$ cat src/design/dccpba_pkg.sv
// dcc packet byte assembler: shared types and constants
// used by dccpba_builder and dcc_packet_byte_assembler_unit; no dependencies
`timescale 1ns / 1ps

package dccpba_pkg;

   localparam int PKT_MAX_BYTES = 6;
   localparam int PKT_LEN_W     = $clog2(PKT_MAX_BYTES + 1);
   localparam int PKT_IDX_W     = $clog2(PKT_MAX_BYTES);

   localparam logic [7:0] IDLE_LEAD_BYTE   = 8'hFF;
   localparam logic [7:0] LONG_ADDR_PREFIX = 8'hC0;
   localparam logic [7:0] LONG_ADDR_CAP    = 8'hE7;
   localparam logic [7:0] SHORT_ADDR_RESET = 8'd127;

   typedef enum logic [2:0] {
      OP_IDLE      = 3'd0,
      OP_MULTI     = 3'd1,
      OP_OPS       = 3'd2,
      OP_BASIC_ACC = 3'd3,
      OP_EXT_ACC   = 3'd4
   } opcode_type;

   typedef logic [7:0] byte_type;

   // one packet, check byte included, len = 0 means nothing to send
   typedef struct packed {
      byte_type [PKT_MAX_BYTES-1:0] bytes;
      logic [PKT_LEN_W-1:0]         len;
   } packet_type;

endpackage

$ cat src/design/dcc_packet_byte_assembler_unit.sv
// dcc_packet_byte_assembler_unit: top level, request register, packet buffer, output register
// depends on dccpba_pkg and dccpba_builder
`timescale 1ns / 1ps

// One request beat becomes one model-railway DCC packet, sent out as one rsp beat per
// byte with rsp_last_byte high on the trailing xor check byte. Idle packets lead with
// 0xFF, multifunction packets with a short or a capped long address, accessory packets
// with two packed bytes; an unknown opcode gives no beats at all. A packet of n bytes
// (2 to 6, check byte included) leaves through the single output byte lane; the next
// request is registered and formed while the current packet drains, so packets follow
// each other with no gap. A request passes through the request register, the packet
// buffer and the output register. csr_short_address_max (reset 127) is always ready
// and should only be written while no packet is pending.
module dcc_packet_byte_assembler_unit (
   input  logic        clock,
   input  logic        reset,
   input  logic        req_valid,
   output logic        req_ready,
   input  logic [2:0]  req_opcode,
   input  logic [13:0] req_target_address,
   input  logic [7:0]  req_payload_byte0,
   input  logic [7:0]  req_payload_byte1,
   input  logic [7:0]  req_payload_byte2,
   input  logic [1:0]  req_payload_count,
   output logic        rsp_valid,
   input  logic        rsp_ready,
   output logic [7:0]  rsp_packet_byte,
   output logic        rsp_last_byte,
   input  logic        csr_valid,
   output logic        csr_ready,
   input  logic [7:0]  csr_short_address_max
);
   import dccpba_pkg::*;

   // config register
   logic [7:0] short_max_ff, short_max_in;

   // request register
   logic        in_valid_ff, in_valid_in;
   logic [2:0]  opcode_ff;
   logic [13:0] address_ff;
   logic [7:0]  byte0_ff, byte1_ff, byte2_ff;
   logic [1:0]  count_ff;

   // packet buffer being drained
   logic                 buf_valid_ff, buf_valid_in;
   byte_type [PKT_MAX_BYTES-1:0] buf_bytes_ff, buf_bytes_in;
   logic [PKT_LEN_W-1:0] buf_len_ff, buf_len_in;
   logic [PKT_IDX_W-1:0] buf_idx_ff, buf_idx_in;

   // output register
   logic       rsp_valid_ff, rsp_valid_in;
   logic [7:0] rsp_byte_ff, rsp_byte_in;
   logic       rsp_last_ff, rsp_last_in;

   packet_type pkt;
   logic       out_free;
   logic       emit;
   logic       emit_last;
   logic       in_take;
   logic       req_take;

   assign csr_ready = 1'b1;
   assign short_max_in = (csr_valid && csr_ready) ? csr_short_address_max : short_max_ff;

   dccpba_builder u_builder (
      .opcode            (opcode_ff),
      .target_address    (address_ff),
      .payload_byte0     (byte0_ff),
      .payload_byte1     (byte1_ff),
      .payload_byte2     (byte2_ff),
      .payload_count     (count_ff),
      .short_address_max (short_max_ff),
      .packet            (pkt)
   );

   // handshake chain: output register frees -> buffer emits -> request moves in
   assign out_free  = !rsp_valid_ff || rsp_ready;
   assign emit      = buf_valid_ff && out_free;
   assign emit_last = emit && (PKT_LEN_W'(buf_idx_ff) == buf_len_ff - PKT_LEN_W'(1));
   assign in_take   = in_valid_ff && (!buf_valid_ff || emit_last);
   assign req_ready = !in_valid_ff || in_take;
   assign req_take  = req_valid && req_ready;

   always_comb begin
      in_valid_in = in_valid_ff;
      if (req_take) begin
         in_valid_in = 1'b1;
      end else if (in_take) begin
         in_valid_in = 1'b0;
      end
   end

   always_comb begin
      buf_valid_in = buf_valid_ff;
      buf_bytes_in = buf_bytes_ff;
      buf_len_in   = buf_len_ff;
      buf_idx_in   = buf_idx_ff;
      if (in_take) begin
         // an unknown opcode forms an empty packet and is simply dropped
         buf_valid_in = (pkt.len != '0);
         buf_bytes_in = pkt.bytes;
         buf_len_in   = pkt.len;
         buf_idx_in   = '0;
      end else if (emit_last) begin
         buf_valid_in = 1'b0;
      end else if (emit) begin
         buf_idx_in = buf_idx_ff + PKT_IDX_W'(1);
      end
   end

   always_comb begin
      rsp_valid_in = rsp_valid_ff;
      rsp_byte_in  = rsp_byte_ff;
      rsp_last_in  = rsp_last_ff;
      if (emit) begin
         rsp_valid_in = 1'b1;
         rsp_byte_in  = buf_bytes_ff[buf_idx_ff];
         rsp_last_in  = emit_last;
      end else if (rsp_ready) begin
         rsp_valid_in = 1'b0;
      end
   end

   always_ff @(posedge clock) begin
      if (reset) begin
         short_max_ff <= SHORT_ADDR_RESET;
         in_valid_ff  <= 1'b0;
         buf_valid_ff <= 1'b0;
         buf_idx_ff   <= '0;
         rsp_valid_ff <= 1'b0;
      end else begin
         short_max_ff <= short_max_in;
         in_valid_ff  <= in_valid_in;
         buf_valid_ff <= buf_valid_in;
         buf_idx_ff   <= buf_idx_in;
         rsp_valid_ff <= rsp_valid_in;
      end
   end

   // payload registers, no reset
   always_ff @(posedge clock) begin
      if (req_take) begin
         opcode_ff  <= req_opcode;
         address_ff <= req_target_address;
         byte0_ff   <= req_payload_byte0;
         byte1_ff   <= req_payload_byte1;
         byte2_ff   <= req_payload_byte2;
         count_ff   <= req_payload_count;
      end
      buf_bytes_ff <= buf_bytes_in;
      buf_len_ff   <= buf_len_in;
      rsp_byte_ff  <= rsp_byte_in;
      rsp_last_ff  <= rsp_last_in;
   end

   assign rsp_valid       = rsp_valid_ff;
   assign rsp_packet_byte = rsp_byte_ff;
   assign rsp_last_byte   = rsp_last_ff;

   // a held packet always has at least a header byte and the check byte
   a_buf_len_min : assert property (@(posedge clock) disable iff (reset)
      buf_valid_ff |-> (buf_len_ff >= PKT_LEN_W'(2)))
      else $error("packet buffer holds a packet shorter than two bytes");

   // read pointer stays inside the held packet
   a_buf_idx_range : assert property (@(posedge clock) disable iff (reset)
      buf_valid_ff |-> (PKT_LEN_W'(buf_idx_ff) < buf_len_ff))
      else $error("packet read pointer past end of packet");

   // a non-empty packet moving in starts draining from its first byte
   a_load_start : assert property (@(posedge clock) disable iff (reset)
      (in_take && (pkt.len != '0)) |=> (buf_valid_ff && (buf_idx_ff == '0)))
      else $error("loaded packet does not start at byte zero");

   // sending the check byte with nothing behind it empties the buffer
   a_drain_done : assert property (@(posedge clock) disable iff (reset)
      (emit_last && !in_take) |=> !buf_valid_ff)
      else $error("packet buffer still full after its check byte left");

endmodule

$ cat src/design/dccpba_builder.sv
// dccpba_builder: combinational packet former, header + data bytes + xor check
// depends on dccpba_pkg
`timescale 1ns / 1ps

module dccpba_builder (
   input  logic [2:0]          opcode,
   input  logic [13:0]         target_address,
   input  logic [7:0]          payload_byte0,
   input  logic [7:0]          payload_byte1,
   input  logic [7:0]          payload_byte2,
   input  logic [1:0]          payload_count,
   input  logic [7:0]          short_address_max,
   output dccpba_pkg::packet_type packet
);
   import dccpba_pkg::*;

   byte_type   hdr [0:1];
   byte_type   dat [0:2];
   logic [1:0] hdr_n;
   logic [1:0] dat_n;
   logic       known;
   logic [7:0] long_hi;
   logic [PKT_LEN_W-1:0] body_n;
   byte_type   check;

   // capped long-address lead byte
   always_comb begin
      long_hi = LONG_ADDR_PREFIX | {2'b00, target_address[13:8]};
      if (long_hi > LONG_ADDR_CAP) begin
         long_hi = LONG_ADDR_CAP;
      end
   end

   always_comb begin
      hdr[0] = IDLE_LEAD_BYTE;
      hdr[1] = 8'h00;
      hdr_n  = 2'd1;
      dat[0] = payload_byte0;
      dat[1] = payload_byte1;
      dat[2] = payload_byte2;
      dat_n  = payload_count;
      known  = 1'b1;
      unique case (opcode)
         OP_IDLE: begin
            hdr[0] = IDLE_LEAD_BYTE;
         end
         OP_MULTI, OP_OPS: begin
            if (({6'd0, short_address_max} < target_address) && (opcode != OP_OPS)) begin
               hdr[0] = long_hi;
               hdr[1] = target_address[7:0];
               hdr_n  = 2'd2;
            end else begin
               hdr[0] = {1'b0, target_address[6:0]};
            end
         end
         OP_BASIC_ACC, OP_EXT_ACC: begin
            hdr[0] = {2'b10, target_address[5:0]};
            hdr[1] = {(opcode == OP_BASIC_ACC), ~target_address[8:6], payload_byte0[3:0]};
            hdr_n  = 2'd2;
            // the low nibble of byte0 rides in the second header byte
            dat[0] = payload_byte1;
            dat[1] = payload_byte2;
            dat[2] = 8'h00;
            dat_n  = (payload_count == 2'd0) ? 2'd0 : payload_count - 2'd1;
         end
         default: begin
            known = 1'b0;
         end
      endcase
   end

   always_comb begin
      logic [PKT_LEN_W-1:0] off;
      body_n = PKT_LEN_W'(hdr_n) + PKT_LEN_W'(dat_n);
      check  = 8'h00;
      packet.bytes = '0;
      for (int k = 0; k < PKT_MAX_BYTES; k++) begin
         off = PKT_LEN_W'(k) - PKT_LEN_W'(hdr_n);
         if (PKT_LEN_W'(k) < PKT_LEN_W'(hdr_n)) begin
            packet.bytes[k] = hdr[k % 2];
         end else if (PKT_LEN_W'(k) < body_n) begin
            packet.bytes[k] = dat[off[1:0]];
         end
         if (PKT_LEN_W'(k) < body_n) begin
            check = check ^ packet.bytes[k];
         end
      end
      for (int k = 0; k < PKT_MAX_BYTES; k++) begin
         if (PKT_LEN_W'(k) == body_n) begin
            packet.bytes[k] = check;
         end
      end
      packet.len = known ? body_n + PKT_LEN_W'(1) : '0;
   end

endmodule
$ cat config.mk
export PLATFORM = sky130hd
export DESIGN_NAME = dcc_packet_byte_assembler_unit
export DESIGN_NICKNAME = d
export VERILOG_FILES = /design/src/design/dccpba_pkg.sv /design/src/design/dcc_packet_byte_assembler_unit.sv /design/src/design/dccpba_builder.sv
export SDC_FILE = /design/constraint.sdc
export NUM_CORES = 1
export LEC_CHECK = 0
export BUFFER_PORTS_ARGS = -buffer_cell sky130_fd_sc_hd__buf_4
export CAP_MARGIN = 30
export CORE_ASPECT_RATIO = 0.9
export CORE_MARGIN = 3
export CORE_UTILIZATION = 45
export DETAILED_ROUTE_END_ITERATION = 6
export SYNTH_ARGS = -nofsm -noshare
export SYNTH_HDL_FRONTEND = slang
export SYNTH_HIERARCHICAL = 1
export SYNTH_SLANG_ARGS = --single-unit
export TNS_END_PERCENT = 20
$ cat constraint.sdc
create_clock -name clock -period 5.98 [get_ports clock]
set_input_delay 0.299 -clock clock [delete_from_list [all_inputs] [get_ports clock]]
set_output_delay 0.299 -clock clock [all_outputs]
set_load 0.005 [all_outputs]
==> results.py <==
metrics = {
    "status": {
        "status": "complete, no violations",
    },
    "logic_synthesis": {
        "synth_edf_count": 103,
        "synth_mux_area_share_pct": 10.99,
        "synth_nets": 700,
        "syn_avg_cell_area_um2": 10.86,
        "synth-main-ff-cell": "edfxtp_1",
        "yosys.area_share.simple_pct": 12.13,
        "synth_compound_area_share_pct": 16.06,
        "ys_seq_elements": 117,
        "synthXorXnorAreaFrac_pct": 4.460,
        "synth_area_leaders": "edfxtp_1 (45%), mux2i_1 (6.8%), dfxtp_1 (4.1%)",
        "async_flop_share_pct": 0,
        "yosysMostFrequentCell": "edfxtp_1",
        "synthAdderAreaFrac_pct": 3.046,
        "synth_area_leader_cell": "edfxtp_1",
        "synth_top_family_by_area": "compound AO/OA/AOI/OAI gates",
        "ys_seq_area_share_pct": 49.48,
        "synth_commonest_cells": "edfxtp_1 (103), nand2_1 (50), a21oi_1 (46), mux2i_1 (46), nor2_1 (45)",
        "synth_area_mm2": 0.006818,
        "yosys_warnings": 6,
        "synth_top_area_share_pct": 45.37,
        "synthCells": 628,
        "synth_cell_types": 70,
    },
    "clocking": {
        "cts.reportedPaths.clkPinSlew_ns": 0.06,
        "max-clock-path-buffers": 2,
        "insertion_delay_ns": 0.41,
        "cts_resized": 0,
        "cts_root_buf": "clkbuf_16",
        "htree_levels": 4,
        "clock-sinks": 117,
        "post_cts_buffers": 0,
        "hold_buffers": 0,
        "cts_buffers": 17,
        "cts_tree": "yes",
    },
    "routing": {
        "routed_wl_um": 18360,
        "routedWlPerCell_um": 20.29,
        "dr_total_vias": 5204,
        "firstDrtPassIters": 5,
        "ant_nets": 0,
        "via_per_inst": 5.750,
        "first_iter_violations": 414,
        "drc": 0,
    },
    "timing": {
        "hold_viol": 0,
        "worst_slew_pin_slew_ns": 0.9571,
        "finalSetupTns_ns": 0,
        "rsz0062_at_grt": "no",
        "final_max_slew_viol_count": 0,
        "timing.slew.headroom_pct": 36.00,
        "finalCritPeriodShare_pct": 90.47,
        "final.min_clock_period_ns": 5.410,
        "finalWorstSetupSlack_ns": 0.5699,
        "setup_violations": 0,
        "fin_hold_ws_ns": 0.05723,
        "maxClockFrequency_mhz": 184.8,
        "skew_ns": 0.008131,
    },
    "global_route": {
        "grt_pass1_vias": 4896,
        "grt_usage_pct": 22.85,
        "grt-ovfl-total": 0,
        "antenna_found_initial": 0,
        "grt_pass1_wl_um": 28350,
        "grt_max_degree": 54,
    },
    "critical_path": {
        "criticalPathCategory": "reg -> reg",
        "start_kind": "register",
        "cp_max_fo": 27,
        "cpMaxStageDelayCell": "fa_1",
        "crit_buf_inv": 3,
        "crit_arrival_ns": 5.55,
        "critPathTopFamily": "simple AND/OR/NAND/NOR gates",
        "crit_chain": "inv_1 -> ha_1 -> a21o_1 -> nand3_1 -> nor2b_1 -> o21ai_2 -> buf_4 -> nand2_1 -> inv_1 -> ha_1 -> fa_1 -> nor2_1 -> nor3_1 -> a221oi_1 -> mux2i_1 -> xnor2_1 -> xnor2_1 -> xnor2_1 -> o22ai_1",
        "critPathRequiredTime_ns": 6.12,
        "cp.depth": 19,
        "worstRegToRegCells": 19,
        "critPathCaptureType": "register",
        "cpMostUsedCell": "xnor2_1",
        "crit_path_max_incr_delay_ns": 0.75,
    },
    "job": {
        "max_cap_violations": 0,
    },
    "place": {
        "dp_slack_ns": 0.6242,
        "io_buffers": 66,
        "gp_congestion": 0.9935,
        "dp.final_hpwl_um": 13740,
    },
    "final_layout": {
        "synthToLayoutAreaGrowth_pct": 18.44,
        "nets": 766,
        "diodes": 0,
        "drive_gt1_share_pct": 19.09,
    },
    "power_and_ir_drop": {
        "vdd.ir_drop.worst_mv": 0.2438,
        "p_leak_uw": 0.003073,
        "power_density_mw_per_mm2": 345.5,
    },
    "min_path": {
        "hp-class": "in -> reg",
        "hold_depth": 1,
    },
    "die": {
        "die_w_um": 135.7,
        "rows": 42,
        "ioPinCount": 68,
        "initial_core_util_pct": 46.17,
        "core_area_mm2": 0.01477,
        "die_area_mm2": 0.01667,
        "die_y_um": 122.8,
    },
}
## area by class of cell
class | instances | area [um2]
fill | 1283 | 6691
sequential | 117 | 3373
multi-input combinational | 449 | 3188
timing repair buffer | 77 | 590.6
clock buffer | 17 | 425.4
tap | 198 | 247.7
clock inverter | 15 | 130.1
inverter | 32 | 120.1
## flip-flops by register name, indices dropped and copies added, names as in the netlist
name and flops:
count_ff 2, buf_idx_ff 3, in_valid_ff 1, rsp_valid 1, rsp_last_byte 1, address_ff 14, buf_valid_ff 1, opcode_ff 3
byte0_ff 8, byte1_ff 8, buf_bytes_ff 48, byte2_ff 8, buf_len_ff 3, rsp_packet_byte 8, short_max_ff 8
## worst reg2reg max path, stage by stage (launching register included)
cell and delay (ns):
edfxtp_1 0.38, inv_1 0.09, ha_1 0.25, a21o_1 0.18
nand3_1 0.15, nor2b_1 0.25, o21ai_2 0.12, buf_4 0.19
nand2_1 0.11, inv_1 0.08, ha_1 0.21, fa_1 0.75
nor2_1 0.62, nor3_1 0.18, a221oi_1 0.46, mux2i_1 0.28
xnor2_1 0.16, xnor2_1 0.11, xnor2_1 0.39, o22ai_1 0.17
## per-layer routing
layer	routed length (um)	GRT usage (%)	up-vias
met5	0	0	-
met4	461	8.690	0
met3	1165	5.533	29
met2	7698	31.93	201
met1	9035	34.25	2494
li1	-	-	2480
## power breakdown
part           leakage [uW]  internal, uW  switching, uW
Sequential          0.00110          1000           37.5
Combinational       0.00172           302            485
Clock              0.000251           570            391
## logic make-up after synthesis
family,count (synthesis)
buffers and inverters,62
AND/OR/NAND/NOR,169
XOR/XNOR,33
flip-flops,117
adder cells (fa/ha/maj),16
other,1
AO/OA/AOI/OAI,168
multiplexers,62
## cells in the final DEF (no fill, tap or decap), drive strengths merged, types with 12 or more instances in the layout
master / n
inv: 34
o22ai: 24
nand2b: 14
nor2: 45
nand3: 12
mux2i: 46
nand2: 50
o21ai: 39
edfxtp: 103
buf: 77
dfxtp: 14
nor2b: 14
clkbuf: 17
xnor2: 28
ha: 15
a21oi: 47
## metrics by stage
step	cell area [um2]	total power [uW]	utilization, %	std cells
2_1_floorplan	6818	1597	-	628
3_3_place_gp	7500	1820	50.79	872
3_5_place_dp	7500	1828	50.79	872
4_1_cts	8055	2793	54.55	904
5_1_grt	8075	2927	54.69	905
6_report	8075	2790	54.69	905
## path summary, 6_finish.rpt
kind / start / slack, ns / endpoint
min: req_payload_byte0[0] / 0.06 / byte0_ff[0]$_DFFE_PP_
min reg2reg: buf_valid_ff$_SDFFE_PP0P_ / 0.49 / rsp_valid$_SDFFE_PP0P_
max: address_ff[7]$_DFFE_PP_ / 0.57 / buf_bytes_ff[46]$_DFFE_PP_
max reg2reg: address_ff[7]$_DFFE_PP_ / 0.57 / buf_bytes_ff[46]$_DFFE_PP_
No activity file was read; power rests on OpenSTA's default activity.
